==> config.mk <==
export PLATFORM = sky130hd
export DESIGN_NAME = feedback_servo_position_control_unit
export DESIGN_NICKNAME = d
export VERILOG_FILES = /design/src/fsp_pkg.sv /design/src/fsp_cfg.sv /design/src/fsp_accum.sv /design/src/fsp_position.sv /design/src/fsp_speed.sv /design/src/feedback_servo_position_control_unit.sv
export SDC_FILE = /design/constraint.sdc
export NUM_CORES = 1
export LEC_CHECK = 0
export BUFFER_PORTS_ARGS = -buffer_cell sky130_fd_sc_hd__buf_2
export CORE_ASPECT_RATIO = 1.5
export CORE_MARGIN = 2
export CORE_UTILIZATION = 35
export DETAILED_ROUTE_END_ITERATION = 7
export PLACE_DENSITY = 0.59
export SLEW_MARGIN = 20
export SYNTH_ARGS = -nofsm -noshare
export SYNTH_HDL_FRONTEND = slang
export SYNTH_SLANG_ARGS = --single-unit
==> constraint.sdc <==
create_clock -name clk_i -period 7.1 [get_ports clk_i]
set_input_delay 0.71 -clock clk_i [delete_from_list [all_inputs] [get_ports clk_i]]
set_output_delay 0.71 -clock clk_i [all_outputs]
set_load 0.005 [all_outputs]
==> src/fsp_pkg.sv <==
// ----------------------------------------------------------------------------
// fsp_pkg
// Shared types and constants of the servo position control pipeline.
// ----------------------------------------------------------------------------
`default_nettype none

package fsp_pkg;

  // samples per averaging window
  localparam int AvgCount = 5;
  localparam logic [3:0] AvgCountV = 4'(AvgCount);

  // reciprocal of the window length, rounded up, exact for 16-bit sums
  localparam int AvgShift = 16 + $clog2(AvgCount);
  localparam int AvgProdW = AvgShift + 16;
  localparam logic [16:0] AvgRecip =
    17'(((64'd1 << AvgShift) + 64'(AvgCount) - 64'd1) / 64'(AvgCount));

  // 0.342 in Q0.16, pulse average to degrees
  localparam logic [14:0] PosScale = 15'd22413;

  // reciprocal of ten, exact for 16-bit products
  localparam logic [15:0] Div10Recip = 16'd52429;
  localparam int Div10Shift = 19;

  // angle and speed constants
  localparam logic [10:0] FullTurn  = 11'd360;
  localparam logic [8:0]  HalfTurn  = 9'd180;
  localparam logic [10:0] WrapBias  = 11'd1260;  // half turn plus three full turns
  localparam logic [7:0]  ServoCenter = 8'd90;
  localparam logic [6:0]  SpeedLimit  = 7'd90;

  // configuration register indexes
  typedef enum logic [2:0] {
    CfgStopDistance = 3'd0,
    CfgSlowDistance = 3'd1,
    CfgSlowSpeed    = 3'd2,
    CfgMaxSpeed     = 3'd3,
    CfgGainTenths   = 3'd4,
    CfgPulseOffset  = 3'd5
  } cfg_idx_e;

  typedef struct packed {
    logic [7:0] stop_distance;
    logic [7:0] slow_distance;
    logic [6:0] slow_speed;
    logic [6:0] max_speed;
    logic [7:0] gain_tenths;
    logic [7:0] pulse_offset;
  } cfg_t;

  // accumulator stage to position stage
  typedef struct packed {
    logic [15:0] sum;
    logic        upd;
    logic [8:0]  target;
  } acc_item_t;

  // position stage to speed stage
  typedef struct packed {
    logic [9:0] pos;
    logic       upd;
    logic [8:0] target;
  } pos_item_t;

  // one result, servo_command in the lowest bits
  typedef struct packed {
    logic              at_target;
    logic              upd;
    logic [9:0]        pos;
    logic signed [7:0] sspeed;
    logic [7:0]        servo;
  } res_t;

endpackage

`default_nettype wire

==> src/fsp_cfg.sv <==
// ----------------------------------------------------------------------------
// fsp_cfg
// Control register file, written through an index and data request channel.
// ----------------------------------------------------------------------------
`default_nettype none

module fsp_cfg import fsp_pkg::*; (
  input  wire logic       clk_i,
  input  wire logic       rst_ni,
  input  wire logic       wr_valid_i,
  output logic            wr_ready_o,
  input  wire logic [2:0] wr_index_i,
  input  wire logic [7:0] wr_data_i,
  output cfg_t            cfg_o
);

  cfg_t cfg_q;

  assign wr_ready_o = 1'b1;
  assign cfg_o      = cfg_q;

  // register writes, unknown indexes are dropped
  always_ff @(posedge clk_i or negedge rst_ni) begin
    if (!rst_ni) begin
      cfg_q.stop_distance <= 8'd3;
      cfg_q.slow_distance <= 8'd8;
      cfg_q.slow_speed    <= 7'd30;
      cfg_q.max_speed     <= 7'd90;
      cfg_q.gain_tenths   <= 8'd27;
      cfg_q.pulse_offset  <= 8'd30;
    end else if (wr_valid_i) begin
      unique case (cfg_idx_e'(wr_index_i))
        CfgStopDistance: cfg_q.stop_distance <= wr_data_i;
        CfgSlowDistance: cfg_q.slow_distance <= wr_data_i;
        CfgSlowSpeed:    cfg_q.slow_speed    <= wr_data_i[6:0];
        CfgMaxSpeed:     cfg_q.max_speed     <= wr_data_i[6:0];
        CfgGainTenths:   cfg_q.gain_tenths   <= wr_data_i;
        CfgPulseOffset:  cfg_q.pulse_offset  <= wr_data_i;
        default: ;
      endcase
    end
  end

endmodule

`default_nettype wire

==> src/fsp_accum.sv <==
// ----------------------------------------------------------------------------
// fsp_accum
// Input register stage: offset removal, pulse accumulation, window counting.
// ----------------------------------------------------------------------------
`default_nettype none

module fsp_accum import fsp_pkg::*; (
  input  wire logic        clk_i,
  input  wire logic        rst_ni,
  input  wire logic [7:0]  pulse_offset_i,
  input  wire logic        in_valid_i,
  output logic             in_ready_o,
  input  wire logic [10:0] pulse_width_i,
  input  wire logic [8:0]  target_angle_i,
  output logic             out_valid_o,
  input  wire logic        out_ready_i,
  output acc_item_t        out_item_o
);

  logic [15:0] acc_q, acc_d;
  logic [3:0]  cnt_q, cnt_d;
  logic [10:0] contrib;
  logic [15:0] acc_sum;
  logic [3:0]  cnt_inc;
  logic        win;
  logic        accept;
  logic        valid_q;
  acc_item_t   item_q, item_d;

  assign in_ready_o  = !valid_q || out_ready_i;
  assign accept      = in_valid_i && in_ready_o;
  assign out_valid_o = valid_q;
  assign out_item_o  = item_q;

  // offset removal floored at zero, then accumulate
  always_comb begin
    contrib = (pulse_width_i > {3'b000, pulse_offset_i}) ?
              (pulse_width_i - {3'b000, pulse_offset_i}) : '0;
    acc_sum = acc_q + {5'b00000, contrib};
    cnt_inc = cnt_q + 4'd1;
    win     = (cnt_inc >= AvgCountV);
    acc_d   = acc_q;
    cnt_d   = cnt_q;
    if (accept) begin
      acc_d = win ? '0 : acc_sum;
      cnt_d = win ? '0 : cnt_inc;
    end
    item_d.sum    = acc_sum;
    item_d.upd    = win;
    item_d.target = target_angle_i;
  end

  // accumulator state and stage valid
  always_ff @(posedge clk_i or negedge rst_ni) begin
    if (!rst_ni) begin
      acc_q   <= '0;
      cnt_q   <= '0;
      valid_q <= 1'b0;
    end else begin
      acc_q <= acc_d;
      cnt_q <= cnt_d;
      if (in_ready_o) begin
        valid_q <= in_valid_i;
      end
    end
  end

  // stage payload
  always_ff @(posedge clk_i) begin
    if (accept) begin
      item_q <= item_d;
    end
  end

`ifndef SYNTHESIS
  a_cnt_range: assert property (@(posedge clk_i) disable iff (!rst_ni)
    cnt_q < AvgCountV)
    else $error("sample count reached window length");
  a_win_clear: assert property (@(posedge clk_i) disable iff (!rst_ni)
    (accept && win) |=> (acc_q == '0 && cnt_q == '0))
    else $error("accumulator not cleared after window");
`endif

endmodule

`default_nettype wire

==> src/fsp_position.sv <==
// ----------------------------------------------------------------------------
// fsp_position
// Two stages: window average by reciprocal multiply, then scaling to degrees
// and the held position estimate.
// ----------------------------------------------------------------------------
`default_nettype none

module fsp_position import fsp_pkg::*; (
  input  wire logic      clk_i,
  input  wire logic      rst_ni,
  input  wire logic      in_valid_i,
  output logic           in_ready_o,
  input  wire acc_item_t in_item_i,
  output logic           out_valid_o,
  input  wire logic      out_ready_i,
  output pos_item_t      out_item_o
);

  logic [AvgProdW-1:0] avg_prod;
  logic [15:0]         avg_d, avg_q;
  logic                upd_a_q;
  logic [8:0]          tgt_a_q;
  logic                va_q, vb_q;
  logic                rdy_a, rdy_b;
  logic [30:0]         pos_prod;
  logic [9:0]          pos_sel;
  logic [9:0]          pos_q;
  pos_item_t           item_q;

  assign rdy_b       = !vb_q || out_ready_i;
  assign rdy_a       = !va_q || rdy_b;
  assign in_ready_o  = rdy_a;
  assign out_valid_o = vb_q;
  assign out_item_o  = item_q;

  // sum divided by the window length
  always_comb begin
    avg_prod = AvgProdW'(in_item_i.sum) * AvgProdW'(AvgRecip);
    avg_d    = avg_prod[AvgProdW-1:AvgShift];
  end

  // average scaled to degrees, old estimate kept outside a window end
  always_comb begin
    pos_prod = 31'(avg_q) * 31'(PosScale);
    pos_sel  = upd_a_q ? pos_prod[25:16] : pos_q;
  end

  // stage valids and position estimate
  always_ff @(posedge clk_i or negedge rst_ni) begin
    if (!rst_ni) begin
      va_q  <= 1'b0;
      vb_q  <= 1'b0;
      pos_q <= '0;
    end else begin
      if (rdy_a) begin
        va_q <= in_valid_i;
      end
      if (rdy_b) begin
        vb_q <= va_q;
      end
      if (rdy_b && va_q) begin
        pos_q <= pos_sel;
      end
    end
  end

  // stage payloads
  always_ff @(posedge clk_i) begin
    if (rdy_a) begin
      avg_q   <= avg_d;
      upd_a_q <= in_item_i.upd;
      tgt_a_q <= in_item_i.target;
    end
    if (rdy_b) begin
      item_q.pos    <= pos_sel;
      item_q.upd    <= upd_a_q;
      item_q.target <= tgt_a_q;
    end
  end

`ifndef SYNTHESIS
  a_pos_hold: assert property (@(posedge clk_i) disable iff (!rst_ni)
    (rdy_b && va_q && !upd_a_q) |=> $stable(pos_q))
    else $error("position estimate moved outside a window end");
`endif

endmodule

`default_nettype wire

==> src/fsp_speed.sv <==
// ----------------------------------------------------------------------------
// fsp_speed
// Four stages: wrapped angular error, gain product, divide by ten, speed
// selection into the result register.
// ----------------------------------------------------------------------------
`default_nettype none

module fsp_speed import fsp_pkg::*; (
  input  wire logic      clk_i,
  input  wire logic      rst_ni,
  input  wire cfg_t      cfg_i,
  input  wire logic      in_valid_i,
  output logic           in_ready_o,
  input  wire pos_item_t in_item_i,
  output logic           out_valid_o,
  input  wire logic      out_ready_i,
  output res_t           out_res_o
);

  logic [3:0]  v_q;
  logic [3:0]  rdy;

  // error stage
  logic [10:0] u;
  logic [10:0] m;
  logic        neg_d;
  logic [7:0]  mag_d;
  logic [7:0]  mag_e_q;
  logic        neg_e_q, upd_e_q;
  logic [9:0]  pos_e_q;

  // gain product stage
  logic [15:0] prod_q;
  logic [7:0]  mag_p_q;
  logic        neg_p_q, upd_p_q;
  logic [9:0]  pos_p_q;

  // quotient stage
  logic [31:0] quot_full;
  logic [12:0] quot_q;
  logic [7:0]  mag_q_q;
  logic        neg_q_q, upd_q_q;
  logic [9:0]  pos_q_q;

  // selection
  logic [12:0] prop;
  logic [6:0]  speed_raw;
  logic [6:0]  speed;
  logic [7:0]  sspeed;
  res_t        res_d, res_q;

  assign rdy[3]      = !v_q[3] || out_ready_i;
  assign rdy[2]      = !v_q[2] || rdy[3];
  assign rdy[1]      = !v_q[1] || rdy[2];
  assign rdy[0]      = !v_q[0] || rdy[1];
  assign in_ready_o  = rdy[0];
  assign out_valid_o = v_q[3];
  assign out_res_o   = res_q;

  // wrapped error, target minus position into -180..179
  always_comb begin
    u = 11'(in_item_i.target) + WrapBias - 11'(in_item_i.pos);
    if (u >= 11'(4 * 360)) begin
      m = u - 11'(4 * 360);
    end else if (u >= 11'(3 * 360)) begin
      m = u - 11'(3 * 360);
    end else if (u >= 11'(2 * 360)) begin
      m = u - 11'(2 * 360);
    end else if (u >= FullTurn) begin
      m = u - FullTurn;
    end else begin
      m = u;
    end
    neg_d = (m[8:0] < HalfTurn);
    mag_d = neg_d ? 8'(HalfTurn - m[8:0]) : 8'(m[8:0] - HalfTurn);
  end

  // proportional quotient by ten
  always_comb begin
    quot_full = 32'(prod_q) * 32'(Div10Recip);
  end

  // speed band selection and command
  always_comb begin
    prop = (quot_q < 13'(cfg_i.slow_speed)) ? 13'(cfg_i.slow_speed) : quot_q;
    if (prop > 13'(cfg_i.max_speed)) begin
      prop = 13'(cfg_i.max_speed);
    end
    if (mag_q_q < cfg_i.stop_distance) begin
      speed_raw = '0;
    end else if (mag_q_q < cfg_i.slow_distance) begin
      speed_raw = cfg_i.slow_speed;
    end else begin
      speed_raw = prop[6:0];
    end
    speed = (speed_raw > SpeedLimit) ? SpeedLimit : speed_raw;
    sspeed = neg_q_q ? {1'b0, speed} : (8'd0 - {1'b0, speed});
    res_d.servo     = ServoCenter + sspeed;
    res_d.sspeed    = sspeed;
    res_d.pos       = pos_q_q;
    res_d.upd       = upd_q_q;
    res_d.at_target = (speed == '0);
  end

  // stage valids
  always_ff @(posedge clk_i or negedge rst_ni) begin
    if (!rst_ni) begin
      v_q <= '0;
    end else begin
      if (rdy[0]) v_q[0] <= in_valid_i;
      if (rdy[1]) v_q[1] <= v_q[0];
      if (rdy[2]) v_q[2] <= v_q[1];
      if (rdy[3]) v_q[3] <= v_q[2];
    end
  end

  // stage payloads
  always_ff @(posedge clk_i) begin
    if (rdy[0]) begin
      mag_e_q <= mag_d;
      neg_e_q <= neg_d;
      upd_e_q <= in_item_i.upd;
      pos_e_q <= in_item_i.pos;
    end
    if (rdy[1]) begin
      prod_q  <= 16'(mag_e_q) * 16'(cfg_i.gain_tenths);
      mag_p_q <= mag_e_q;
      neg_p_q <= neg_e_q;
      upd_p_q <= upd_e_q;
      pos_p_q <= pos_e_q;
    end
    if (rdy[2]) begin
      quot_q  <= quot_full[31:Div10Shift];
      mag_q_q <= mag_p_q;
      neg_q_q <= neg_p_q;
      upd_q_q <= upd_p_q;
      pos_q_q <= pos_p_q;
    end
    if (rdy[3]) begin
      res_q <= res_d;
    end
  end

`ifndef SYNTHESIS
  a_stop_center: assert property (@(posedge clk_i) disable iff (!rst_ni)
    (v_q[3] && res_q.at_target) |-> (res_q.servo == ServoCenter && res_q.sspeed == 8'sd0))
    else $error("stopped servo not commanded to center");
  a_speed_range: assert property (@(posedge clk_i) disable iff (!rst_ni)
    v_q[3] |-> (res_q.sspeed >= -8'sd90 && res_q.sspeed <= 8'sd90))
    else $error("commanded speed beyond limit");
`endif

endmodule

`default_nettype wire

==> src/feedback_servo_position_control_unit.sv <==
// ----------------------------------------------------------------------------
// feedback_servo_position_control_unit
// Proportional position control of one continuous-rotation servo.
// ----------------------------------------------------------------------------
// Each request on s_axis carries one measured feedback pulse width and a
// target angle; each request yields exactly one result on m_axis with the
// servo command, signed speed, position estimate and two flags.
// The config channel writes one register per request (index, data) and is
// always ready; write it only while no request is in flight.
// m_axis_tvalid rises once an accepted request has passed the chain of seven
// register stages (input and accumulator, window average, degree scaling,
// angular error, gain product, divide by ten, speed selection).
// Throughput: one request per cycle while m_axis_tready is high, set by the
// single accumulator update.
// Reset clears the accumulator, sample count and position estimate, loads the
// register defaults and empties the pipeline.
// When the receiver stalls, each stage holds its request and the pipeline
// fills; s_axis_tready falls once all seven stages are occupied.
// ----------------------------------------------------------------------------
`default_nettype none

module feedback_servo_position_control_unit import fsp_pkg::*; (
  input  wire logic        clk_i,
  input  wire logic        rst_ni,
  // configuration write channel
  input  wire logic        cfg_valid_i,
  output logic             cfg_ready_o,
  input  wire logic [2:0]  cfg_index_i,
  input  wire logic [7:0]  cfg_data_i,
  // request stream
  input  wire logic        s_axis_tvalid,
  output logic             s_axis_tready,
  input  wire logic [23:0] s_axis_tdata,   // pulse_width[10:0], target_angle[19:11], zero
  // result stream
  output logic             m_axis_tvalid,
  input  wire logic        m_axis_tready,
  output logic [31:0]      m_axis_tdata    // servo_command[7:0], signed_speed[15:8],
                                           // position_angle[25:16], position_updated[26],
                                           // at_target[27], zero
);

  cfg_t      cfg;
  logic      acc_valid, acc_ready;
  acc_item_t acc_item;
  logic      pos_valid, pos_ready;
  pos_item_t pos_item;
  res_t      res;

  // register file
  fsp_cfg u_cfg (
    .clk_i      (clk_i),
    .rst_ni     (rst_ni),
    .wr_valid_i (cfg_valid_i),
    .wr_ready_o (cfg_ready_o),
    .wr_index_i (cfg_index_i),
    .wr_data_i  (cfg_data_i),
    .cfg_o      (cfg)
  );

  // accumulation
  fsp_accum u_accum (
    .clk_i          (clk_i),
    .rst_ni         (rst_ni),
    .pulse_offset_i (cfg.pulse_offset),
    .in_valid_i     (s_axis_tvalid),
    .in_ready_o     (s_axis_tready),
    .pulse_width_i  (s_axis_tdata[10:0]),
    .target_angle_i (s_axis_tdata[19:11]),
    .out_valid_o    (acc_valid),
    .out_ready_i    (acc_ready),
    .out_item_o     (acc_item)
  );

  // position estimate
  fsp_position u_position (
    .clk_i       (clk_i),
    .rst_ni      (rst_ni),
    .in_valid_i  (acc_valid),
    .in_ready_o  (acc_ready),
    .in_item_i   (acc_item),
    .out_valid_o (pos_valid),
    .out_ready_i (pos_ready),
    .out_item_o  (pos_item)
  );

  // error and speed command
  fsp_speed u_speed (
    .clk_i       (clk_i),
    .rst_ni      (rst_ni),
    .cfg_i       (cfg),
    .in_valid_i  (pos_valid),
    .in_ready_o  (pos_ready),
    .in_item_i   (pos_item),
    .out_valid_o (m_axis_tvalid),
    .out_ready_i (m_axis_tready),
    .out_res_o   (res)
  );

  assign m_axis_tdata = {4'b0000, res};

endmodule

`default_nettype wire

# After elaboration in Yosys (flattened, before gate mapping)
# Cells that the tools add are included.
# word_totals
output_inout_bits,35
regBits,270
inputBits,40
elab_cells,117
# op_classes
add_sub_neg,13
eq_ne,5
reduce_logical,24
multipliers,4
magnitude_cmp,12
n_mux,15
# op_table
cell,count
16-bit by 16-bit multiplier with 32-bit output (second input constant),2
9-bit 2-to-1 mux,4
7-bit 2-to-1 mux,4
14-bit by 15-bit multiplier with 26-bit output (second input constant),1
11-bit greater-or-equal comparator (second input constant),2
9-bit subtractor (second input constant),2
16-bit by 11-bit adder with 16-bit output,1
8-bit less-than comparator,2
8-bit by 8-bit multiplier with 16-bit output,1
16-bit 2-to-1 mux,1
8-bit 2-to-1 mux,2
13-bit by 7-bit greater-than comparator with 1-bit output,1
13-bit by 7-bit less-than comparator with 1-bit output,1
13-bit 2-to-1 mux,1
2-bit AND reduction,6
9-bit by 11-bit adder with 11-bit output (second input constant),1
11-bit by 10-bit greater-or-equal comparator with 1-bit output (second input constant),1
11-bit by 9-bit greater-or-equal comparator with 1-bit output (second input constant),1
11-bit by 8-bit greater-than comparator with 1-bit output,1
11-bit 2-to-1 mux,1
11-bit by 10-bit subtractor with 11-bit output,1
11-bit by 8-bit subtractor with 11-bit output,1
10-bit 2-to-1 mux,1
9-bit by 8-bit less-than comparator with 1-bit output (second input constant),1
other kinds (18),33

# Depth between registers and ports, before layout
# Gate-level depths: netlist of run 1.
# logic_depth
word_depth,11
depth_mapped,28
ltp_nobuf,27

# Cells and area by module
# A second synthesis of run 1 with hierarchy kept.
# unflattened
hier_cells,2525
area_unflattened_um2,27777.9
# by_module_without_submodules
module,n_inst,cells_each,seq_area_each_um2,area_per_inst_um2
fsp_speed,1,1201,3583.4,12893.6
fsp_position,1,929,1621.6,10088.4
fsp_accum,1,286,1306.3,2966.6
fsp_cfg,1,104,1174.9,1795.5
feedback_servo_position_control_unit,1,5,0.0,33.8

# Worst setup path after synthesis of run 1
# No wires, ideal clock.
# synth_path
path_kind,register to register
startpoint,register u_position.avg_q[3]
endpoint,"register u_position.item_q (netlist bit u_position.out_item_o[19]), data pin"
setup_slack_ns,1.206
arrival_time_ns,5.619
path_stages_with_launch,21
setup_time_ns,0.275
cell_sequence,edfxtp_1 > fa_1 > inv_1 > fa_1 > inv_1 > fa_1 > fa_1 > fa_1 > fa_1 > ha_1 > a21o_1 > a21o_1 > a21oi_1 > nor2_1 > a21oi_1 > o31ai_1 > o41ai_1 > o2111ai_1 > o31a_1 > xnor2_1 > a21oi_1
# synth_via
elab_chain_len,2
# synth_lines
item,line,rtl
start: declaration,fsp_position.sv:20,"logic [15:0] avg_d, avg_q;"
start signal: assignment,fsp_position.sv:70,avg_q <= avg_d;
14-bit by 15-bit multiplier with 26-bit output,fsp_position.sv:44,pos_prod = 31'(avg_q) * 31'(PosScale);
10-bit 2-to-1 mux,fsp_position.sv:45,pos_sel = upd_a_q ? pos_prod[25:16] : pos_q;
named net u_position.pos_sel[9],fsp_position.sv:26,logic [9:0] pos_sel;
end: declaration,fsp_position.sv:28,pos_item_t item_q;
# The timed path passes the listed nets, and every way through them passes these cells.
# A chain may end at the register's enable or synchronous reset.

==> key figures, run 1 <==
Final layout
  • Synthesis-to-layout area growth: 9.47%
  • Fraction of layout cells with a size suffix above 1: 9.33%
  • Multi-input logic area: 0.0173 mm2
  • Final core utilization: 38.7%
  • ANT cells: 0
  • Fillcell total: 7508
  • Fin nets: 3317
  • Storage cell area: 0.00769 mm2
  • Layout Cells excl Fill: 3558

Timing
  • Min Tclk post-route: 6.65 ns
  • Skew final: 0.0124 ns
  • Max Fclk: 150 MHz
  • Fin. Hold Viols: 0
  • Max Slew Vio Count: 0
  • RSZ-0062 raised after global routing: false
  • Slew @ Worst Pin: 1.03 ns
  • Period utilization: 93.7%
  • Setup TNS: 0 ns
  • Final Setup Violations: 0
  • Normalized max-slew margin: 31.2%

Setup path
  • Critical Path AT: 7.06 ns
  • CP Class: reg2reg
  • Crit. End Element: register
  • Crit path max fanout: 14
  • Crit start category: register
  • CP required: 7.51 ns

Floorplan
  • Die Span Y: 344 um
  • Core Rows: 124
  • Initial Util: 35.4%
  • Core area: 0.0763 mm2
  • Die area: 0.0795 mm2
  • Io pins: 75
  • Die X: 231 um

Clocking
  • Clock slew at reported path FFs: 0.06 ns
  • TritonCTS Buffers: 30
  • Hold buffer count at cts: 0
  • CTS H-tree lvls: 1
  • Clock latency at the later pin of the worst-skew pair: 0.58 ns
  • Clk Tree Root Cell: clkbuf_16
  • CTS tree: done
  • Clk sinks: 269
  • CTS Buffer Depth: 3
  • Post-CTS Setup Inserts: 0
  • Post-cts resize count: 0

Drt
  • Vias per cell: 4.94
  • # DRC: 0
  • DR WL/cell: 16.9 um
  • Routed vias: 17600
  • Post-route ant nets: 0
  • DR pass1 iterations: 5
  • Total wire length: 60.0 mm
  • First DRT Iteration DRCs: 558

Worst hold path
  • HP Class: in2async

Synthesis
  • Post-synthesis sequential area ratio: 28.5%
  • Yosys warns: 0
  • Cell count after synthesis: 2442
  • Post-Syn Area per Cell: 11.1 um2
  • Area contributors post-synth: ha_1, edfxtp_1, fa_1
  • Area of the mapped netlist: 0.0270 mm2
  • Post-synth top area share: 22.3%
  • #FFs+latches synth: 269
  • Synth Flop Type: edfxtp_1
  • Synth unique cells: 97
  • FFs w/ async S/R, synth: 30.9%
  • EDFF count, synth: 186
  • Cell type with the largest total area after synthesis: ha_1

Global routing
  • GR Overflow Total: 0
  • Global-route wire length before repair: 98.7 mm
  • Most used routing layer: met2
  • GR Util met2: 31.6%
  • Met3 GRT Util: 1.26%
  • Vias in the first global route: 19300
  • GRT Total Usage: 15.6%
  • GR Util met1: 17.0%
  • Initial antenna violation count: 2
  • Pin count of the biggest net entering global routing: 54

Run
  • Max-cap violations: 0

Place
  • DP Cell Count: 3502
  • Placer Congestion: 0.921
  • I/O Buffers: 65
  • Dpl hpwl: 50.6 mm

Status
  • Status: completed
-- placed cells by master (no fill, tap or decap), drive strengths merged, types with 46 or more instances in the layout --
cell type,Yosys,final
inv,505,507
and2,46,46
a21oi,66,66
fa,269,269
o21ai,89,89
ha,482,482
xnor2,57,57
dfrtp,64,64
nand2,126,126
edfxtp,186,186
nor2,67,67
buf,10,79
-- worst max-delay path: stages, from the launching register on --
cell,delay (ns)
dfstp_2,0.53
inv_1,0.06
ha_1,0.28
and2_1,0.18
a22o_1,0.21
a311oi_1,0.37
o21ai_1,0.39
a21o_1,0.33
ha_1,0.30
nand4_1,0.10
nor2_1,0.07
nor4b_1,0.40
a21o_1,0.45
a211oi_2,0.15
buf_4,0.21
o21ai_0,0.36
and4_1,0.30
nor3_1,0.06
ha_1,0.21
nor2_1,0.20
a2111oi_0,0.11
a31oi_1,0.21
nand2_1,0.11
ha_1,0.25
or4_1,0.54
o2111ai_1,0.10
-- Yosys cell counts (29+ instances only) --
master / count
dfrtp_1: 64
edfxtp_1: 186
xnor2_1: 54
nor3_1: 29
nand2_1: 123
o21ai_0: 77
ha_1: 482
fa_1: 269
inv_1: 505
and2_1: 46
nor2_1: 66
a21oi_1: 65
a21o_1: 32
mux2_2: 43
-- flip-flops by register name, indices dropped and copies added (netlist names), 4 cells and up --
signal and flops:
u_accum.cnt_q 4, u_speed.prod_q 16, u_speed.quot_q 13, u_position.pos_q 10
u_accum.acc_q 16, u_speed.pos_e_q 10, u_speed.out_res_o 27, u_speed.pos_p_q 10
u_speed.mag_e_q 8, u_speed.mag_p_q 8, u_accum.out_item_o 26, u_speed.v_q 4
u_speed.pos_q_q 10, u_position.out_item_o 20, u_speed.mag_q_q 8, u_position.avg_q 14
u_cfg.cfg_o 46, u_position.tgt_a_q 9
-- cells by family after synthesis --
family / Yosys count / share of synthesized area, %
muxes: 50 / 2.06
other: 2 / 0.0278
buffers and inverters: 536 / 7.60
xor gates and xnor gates: 83 / 2.82
and+or+nand+nor: 405 / 7.56
AOI/OAI and AO/OA: 346 / 9.22
DFF: 269 / 28.5
adders and majority gates: 751 / 42.3
-- per-stage QoR --
| step | area, um2 | setup slack, ns | hold WS (ns) |
|---|---|---|---|
| 2_1_floorplan | 27000 | 1.21 | 0.400 |
| 3_3_place_gp | 28600 | 0.263 | 0.402 |
| 3_5_place_dp | 28600 | 0.255 | 0.405 |
| 4_1_cts | 29600 | 0.218 | 0.0676 |
| 5_1_grt | 29600 | 0.0169 | 0.0835 |
| 6_report | 29600 | 0.449 | 0.0767 |
-- path summary, 6_finish.rpt --
check | startpoint | slack, ns | end | depth (start not counted)
setup / recovery | u_cfg.cfg_o[27]$_DFFE_PN1P_ | 0.45 | u_speed.out_res_o[7]$_DFFE_PP_ | 25
hold / removal | rst_ni | 0.08 | u_position.pos_q[1]$_DFFE_PN0P_ | 1
setup reg to reg | u_cfg.cfg_o[27]$_DFFE_PN1P_ | 0.45 | u_speed.out_res_o[7]$_DFFE_PP_ | 25
hold reg to reg | u_speed.pos_p_q[4]$_DFFE_PP_ | 0.41 | u_speed.pos_q_q[4]$_DFFE_PP_ | 0
max in group asynchronous | rst_ni | 5.91 | u_cfg.cfg_o[7]$_DFFE_PN0P_ | 2
min in group clk_i | s_axis_tdata[17] | 0.31 | u_accum.out_item_o[6]$_DFFE_PP_ | 1
-- routing by layer --
layer / share of wire, % / vias up
met5: 0.022 / -
met4: 2.4 / 2
met3: 2.0 / 84
met2: 56 / 229
met1: 39 / 8848
li1: - / 8401
-- layout make-up --
cell class	count	area share, %
inverters	506	6.44
repair buffers	79	1.46
clock buffers	37	2.84
flip-flops and latches	269	26.0
well taps	1008	4.27
multi-input cells	1640	58.5
clock inverters	19	0.512
Power of run 1 is not shown: default switching activity piles up to over one toggle a cycle in this logic, so the estimate is an artifact.
==> inputs of run 2 (changes only) <==
clock period = 7.45 ns   (was 7.1 ns; I/O delays follow)
==> key figures, run 2 (synthesized netlist as in run 1, its figures left out) <==
Clocking
  • Clock slew at reported path FFs: 0.06 ns (about the same)
  • CTS Buffer Depth: 3 (unchanged)
  • CTS H-tree lvls: 1 (unchanged)
  • Clock latency at the later pin of the worst-skew pair: 0.58 ns (about the same)
  • Clk sinks: 269 (unchanged)
  • CTS tree: done
  • Clk Tree Root Cell: clkbuf_16
  • TritonCTS Buffers: 30 (unchanged)

Drt
  • First DRT Iteration DRCs: 731 (+31%)
  • # DRC: 0 (unchanged)
  • DR WL/cell: 16.9 um (+0.40%)
  • Post-route ant nets: 0 (unchanged)
  • Routed vias: 17500 (-0.65%)
  • DR pass1 iterations: 5 (unchanged)
  • Total wire length: 60.2 mm (+0.40%)
  • Vias per cell: 4.90 (-0.65%)

Timing
  • Final Setup Violations: 0 (unchanged)
  • Max Slew Vio Count: 0 (unchanged)
  • Min Tclk post-route: 6.88 ns (+0.234 ns)
  • Skew final: 0.0220 ns (+0.00965 ns)
  • Fin. Hold Viols: 0 (unchanged)
  • Max Fclk: 145 MHz (-3.4%)
  • Period utilization: 92.4% (-1.3 points)
  • RSZ-0062 raised after global routing: false
  • Slew @ Worst Pin: 1.05 ns (+0.0164 ns)
  • Normalized max-slew margin: 30.1% (-1.1 points)
  • Setup TNS: 0 ns (unchanged)

Place
  • Placer Congestion: 0.898 (-2.5%)
  • I/O Buffers: 65 (unchanged)
  • Dpl hpwl: 51.2 mm (+1.1%)
  • DP Cell Count: 3502 (unchanged)

Floorplan
  • Io pins: 75 (unchanged)
  • Die Span Y: 344 um (unchanged)
  • Core area: 0.0763 mm2 (unchanged)
  • Core Rows: 124 (unchanged)
  • Initial Util: 35.4% (unchanged)
  • Die area: 0.0795 mm2 (unchanged)
  • Die X: 231 um (unchanged)

Final layout
  • Fin nets: 3317 (unchanged)
  • Largest register FFs: 46 (unchanged)
  • Fraction of layout cells with a size suffix above 1: 9.06% (-0.27 points)
  • Synthesis-to-layout area growth: 9.31%
  • Most common cell after layout, fill and taps aside: inv_1
  • ANT cells: 0 (unchanged)
  • Layout Cells excl Fill: 3558 (unchanged)
  • Commonest cells after routing, fill and taps aside: inv_1, ha_1, fa_1

Setup path
  • CP Class: reg2reg
  • CP required: 7.74 ns (+0.23 ns)
  • Max stage delay on crit path: 0.53 ns (about the same)
  • Crit path max fanout: 14 (unchanged)
  • Critical Path AT: 7.17 ns (+0.11 ns)
  • Crit start category: register
  • CP cell instances: inv_1 > ha_1 > and2_1 > a22o_1 > a311oi_1 > o21ai_1 > a21o_1 > ha_1 > nand4_1 > nor2_1 > nor4b_1 > a21o_1 > a211o_1 > a32o_1 > and2_1 > nor3_1 > ha_1 > nor2_1 > a2111oi_0 > a31oi_1 > nand2_1 > ha_1 > o311ai_0 > o2111ai_1
  • CP most frequent cell: ha_1
  • Crit. End Element: register
  • CP max stage cell: dfstp_2

Global routing
  • Vias in the first global route: 19100 (-0.96%)
  • Pin count of the biggest net entering global routing: 54 (unchanged)
  • GRT Total Usage: 15.6% (about the same)
  • Initial antenna violation count: 2 (unchanged)
  • Global-route wire length before repair: 98.6 mm (about the same)
  • GR Overflow Total: 0 (unchanged)

Worst hold path
  • HP Class: in2async

Status
  • Status: completed

Run
  • Max-cap violations: 0 (unchanged)
-- run 2: changes by cell type in the layout (fill, tap and decap cells not counted), moves of 2 or more --
| cell | delta |
|---|---|
| a32o_2 | -2 |
| clkinv_1 | +3 |
| a32o_1 | +2 |
| inv_6 | -2 |
| clkbuf_1 | +2 |
-- run 2: critical path: cells and delay by family, from the launching register on --
family,cells,cell delay [ns]
buf+inv,1,0.06
compound gates,11,3.41
simple gates,8,1.56
flops,1,0.53
fa+ha+maj,4,1.03
-- run 2: path summary, 6_finish.rpt --
| path | from | to | slack [ns] | depth (start not counted) |
|---|---|---|---|---|
| min reg2reg | u_speed.pos_q_q[9]$_DFFE_PP_ | u_speed.out_res_o[25]$_DFFE_PP_ | 0.41 | 0 |
| min | rst_ni | u_position.pos_q[2]$_DFFE_PN0P_ | 0.12 | 1 |
| min in group clk_i | s_axis_tdata[13] | u_accum.out_item_o[2]$_DFFE_PP_ | 0.35 | 1 |
| max reg2reg | u_cfg.cfg_o[27]$_DFFE_PN1P_ | u_speed.out_res_o[7]$_DFFE_PP_ | 0.57 | 24 |
| max | u_cfg.cfg_o[27]$_DFFE_PN1P_ | u_speed.out_res_o[7]$_DFFE_PP_ | 0.57 | 24 |
| max in group asynchronous | rst_ni | u_cfg.cfg_o[0]$_DFFE_PN0P_ | 6.23 | 2 |
-- run 2: through the flow --
stage	util [%]	hold slack [ns]	worst slack, ns	area, um2
finish	38.7	0.119	0.565	29500
global route	38.7	0.143	0.0190	29500
CTS	38.7	0.110	0.431	29500
detailed placement	37.4	0.405	0.467	28600
global placement	37.4	0.402	0.524	28600
floorplan	-	0.400	1.56	27000
-- run 2: cell type report --
cell class              instances  area [um2]
well taps                    1008        1260
flip-flops and latches        269        7690
clock buffers                  37         808
inverters                     506        1900
multi-input cells            1640       17300
clock inverters                19         141
fillers                      7478       46800
repair buffers                 79         433
-- run 2: what timing repair did --
item / in CTS / in global routing
endpoints found under the setup margin: 0 / 1
setup buffers: 0 / 0
hold buffers: 0 / 0
gates resized for setup: 0 / 1
-- run 2: metal layers --
layer  vias up  share of wire, %  GRT usage [%]
met5         -             0.020              0
met2       263                56           31.3
met1      8664                38           16.6
met3       120               2.2           1.19
met4         2               3.7           5.90
li1       8401                 -              -
Power of run 2 is left out for the same reason.
==> inputs of run 3 (changes only) <==
ABC_AREA = 1   (was default)
CORE_UTILIZATION = 42   (was 35)
PLACE_DENSITY = 0.66   (was 0.59)
==> key figures, run 3 <==
Status
  • Status: completed

Timing
  • Max Fclk: 169 MHz (+16%)
  • Normalized max-slew margin: 29.7% (-0.40 points)
  • Skew final: 0.0503 ns (+0.0283 ns)
  • Final worst setup slack: 1.53 ns (+0.962 ns)
  • Max Slew Vio Count: 0 (unchanged)
  • Setup TNS: 0 ns (unchanged)
  • Final Setup Violations: 0 (unchanged)
  • Slew @ Worst Pin: 1.05 ns (+0.00597 ns)
  • Period utilization: 79.5% (-13 points)
  • Fin. Hold Viols: 0 (unchanged)
  • Min Tclk post-route: 5.92 ns (-0.962 ns)
  • RSZ-0062 raised after global routing: false

Floorplan
  • Die area: 0.0678 mm2 (-15%)
  • Io pins: 75 (unchanged)
  • Die Span Y: 318 um (-7.6%)
  • Initial Util: 42.3% (+6.9 points)
  • Die X: 213 um (-7.6%)
  • Core area: 0.0653 mm2 (-14%)
  • Core Rows: 115 (-7.3%)

Final layout
  • Most common cell after layout, fill and taps aside: inv_1
  • Fillcell total: 6335 (-15%)
  • Largest register FFs: 46 (unchanged)
  • Fin nets: 3729 (+12%)
  • Synthesis-to-layout area growth: 8.39%
  • Final core utilization: 45.8% (+7.1 points)
  • Fraction of layout cells with a size suffix above 1: 7.03% (-2.0 points)
  • Commonest cells after routing, fill and taps aside: inv_1, ha_1, nand2_1

Synthesis
  • Synth unique cells: 55 (-43%)
  • Cell count after synthesis: 2864 (+17%)
  • #FFs+latches synth: 269 (unchanged)
  • Post-synth top cells: inv_1, ha_1, nand2_1, fa_1, edfxtp_1
  • Cell type with the largest total area after synthesis: ha_1
  • Yosys warns: 0 (unchanged)
  • Post-synthesis sequential area ratio: 27.8% (-0.62 points)
  • Most common cell in the synthesized netlist: inv_1
  • EDFF count, synth: 186 (unchanged)
  • Area of the mapped netlist: 0.0276 mm2 (+2.2%)
  • Area contributors post-synth: ha_1, edfxtp_1, fa_1
  • Synth Flop Type: edfxtp_1
  • FFs w/ async S/R, synth: 30.9% (unchanged)
  • Post-synth top area share: 21.8% (-0.48 points)
  • Post-Syn Area per Cell: 9.64 um2 (-13%)

Setup path
  • Reg2reg start: u_position.avg_q[3]$_DFFE_PP_
  • Worst reg2reg setup slack: 1.53 ns (+0.96 ns)
  • Crit. End Element: register
  • Critical Path AT: 6.37 ns (-0.80 ns)
  • CP Class: reg2reg
  • R2r endpoint: u_position.pos_q[9]$_DFFE_PN0P_
  • CP required: 7.90 ns (+0.16 ns)
  • Crit start category: register
  • Reg2Reg Depth: 23 (-4.2%)
  • Crit path max fanout: 7 (-7)

Global routing
  • GRT Total Usage: 17.6% (+2.0 points)
  • Global-route wire length before repair: 95.0 mm (-3.6%)
  • GR Overflow Total: 0 (unchanged)
  • Initial antenna violation count: 1 (-1)
  • Pin count of the biggest net entering global routing: 70 (+30%)
  • Vias in the first global route: 19400 (+1.4%)

Drt
  • DR pass1 iterations: 5 (unchanged)
  • First DRT Iteration DRCs: 643 (-12%)
  • # DRC: 0 (unchanged)
  • DR WL/cell: 14.9 um (-12%)
  • Vias per cell: 4.83 (-1.5%)
  • Post-route ant nets: 0 (unchanged)
  • Routed vias: 18500 (+6.3%)
  • Total wire length: 57.1 mm (-5.1%)

Place
  • I/O Buffers: 65 (unchanged)
  • Placer Congestion: 0.865 (-3.6%)
  • Dpl hpwl: 48.6 mm (-4.9%)
  • Place WS: 1.52 ns (+1.05 ns)

Clocking
  • Post-cts resize count: 0 (unchanged)
  • CTS H-tree lvls: 1 (unchanged)
  • CTS tree: done
  • Clock latency at the later pin of the worst-skew pair: 0.59 ns (about the same)
  • CTS Buffer Depth: 3 (unchanged)
  • Clock slew at reported path FFs: 0.07 ns (about the same)
  • Clk Tree Root Cell: clkbuf_16
  • Clk sinks: 269 (unchanged)
  • TritonCTS Buffers: 28 (-6.7%)

Worst hold path
  • HP Start: s_axis_tdata[17]
  • HP Class: in2reg
  • WHS Path Cells: 1
  • End of the worst hold path: u_accum.out_item_o[6]$_DFFE_PP_

Run
  • Max-cap violations: 0 (unchanged)
run 3: cell count changes in the layout (fill, tap and decap cells not counted), moves of 22 or more:
| cell | change |
|---|---|
| o21ai_0 | +31 |
| a21oi_1 | +41 |
| inv_1 | +160 |
| xor2_1 | +32 |
| mux2_2 | -43 |
| a21o_1 | -23 |
| nor2_1 | +29 |
| nand2_2 | +22 |
| nand3_1 | +72 |
| nand2_1 | +324 |
| and2_1 | -38 |
run 3: how the worst max path moves through the flow:
stage | startpoint | end | slack [ns]
after detailed placement | u_position.avg_q[3]$_DFFE_PP_ | u_position.pos_q[9]$_DFFE_PN0P_ | 1.52
after floorplan | u_position.avg_q[3]$_DFFE_PP_ | u_position.out_item_o[19]$_DFFE_PP_ | 1.95
after CTS | u_position.avg_q[3]$_DFFE_PP_ | u_position.pos_q[9]$_DFFE_PN0P_ | 1.50
after global routing | u_position.avg_q[3]$_DFFE_PP_ | u_position.pos_q[9]$_DFFE_PN0P_ | 1.06
final | u_position.avg_q[3]$_DFFE_PP_ | u_position.pos_q[9]$_DFFE_PN0P_ | 1.53
after global placement | u_position.avg_q[3]$_DFFE_PP_ | u_position.pos_q[9]$_DFFE_PN0P_ | 1.51
run 3: cells by family after synthesis:
group                    after synthesis  synth area share (%)
adder cells (fa/ha/maj)              751                  41.4
other                                  2                0.0272
AND/OR/NAND/NOR                      745                  11.8
flip-flops                           269                  27.8
buffers and inverters                707                  9.73
AO/OA/AOI/OAI                        294                  6.06
XOR/XNOR                              96                  3.17
run 3: worst max-delay path: stages, from the launching register on:
cell and delay (ns):
edfxtp_1 0.53, fa_1 0.59, inv_1 0.06, fa_1 0.50, inv_1 0.06, fa_1 0.51
fa_1 0.44, fa_1 0.46, fa_1 0.44, ha_1 0.34, a21oi_1 0.15, nor2_1 0.05
a211oi_1 0.15, a21boi_0 0.19, o21ai_0 0.19, a21oi_1 0.26, inv_1 0.06, nand2_1 0.10
o21bai_1 0.08, or2_2 0.27, nand3_1 0.06, o21ai_0 0.12, nand2_1 0.09, o21ai_0 0.08
run 3: repair_timing:
| item | in CTS | in global routing |
|---|---|---|
| hold buffers | 1 | 0 |
| setup buffers | 0 | 0 |
| setup endpoints to repair | 0 | 0 |
| endpoints found under the hold margin | 14 | 0 |
run 3: area by class of cell:
class | instances | area [um2] | area share, %
inverter | 674 | 2540 | 8.48
clock inverter | 17 | 211 | 0.707
tap | 877 | 1100 | 3.67
sequential | 269 | 7690 | 25.7
multi-input combinational | 1891 | 17200 | 57.6
timing repair buffer | 74 | 398 | 1.33
clock buffer | 35 | 747 | 2.50
antenna | 1 | 2.50 | 0.00836
run 3: per-layer routing:
metal	track usage [%]	routed length, um
met5	0	0
met4	7.07	2340
met3	1.39	1290
met2	33.8	31600
met1	19.5	21900
run 3: metrics by stage:
stage | instances | area [um2] | hold WS (ns)
4_1_cts | 3837 | 29900 | 0.292
3_5_place_dp | 3784 | 29000 | 0.405
6_report | 3838 | 29900 | 0.320
3_3_place_gp | 3784 | 29000 | 0.402
5_1_grt | 3838 | 29900 | 0.300
2_1_floorplan | 2867 | 27600 | 0.400
Power of run 3 is left out for the same reason.
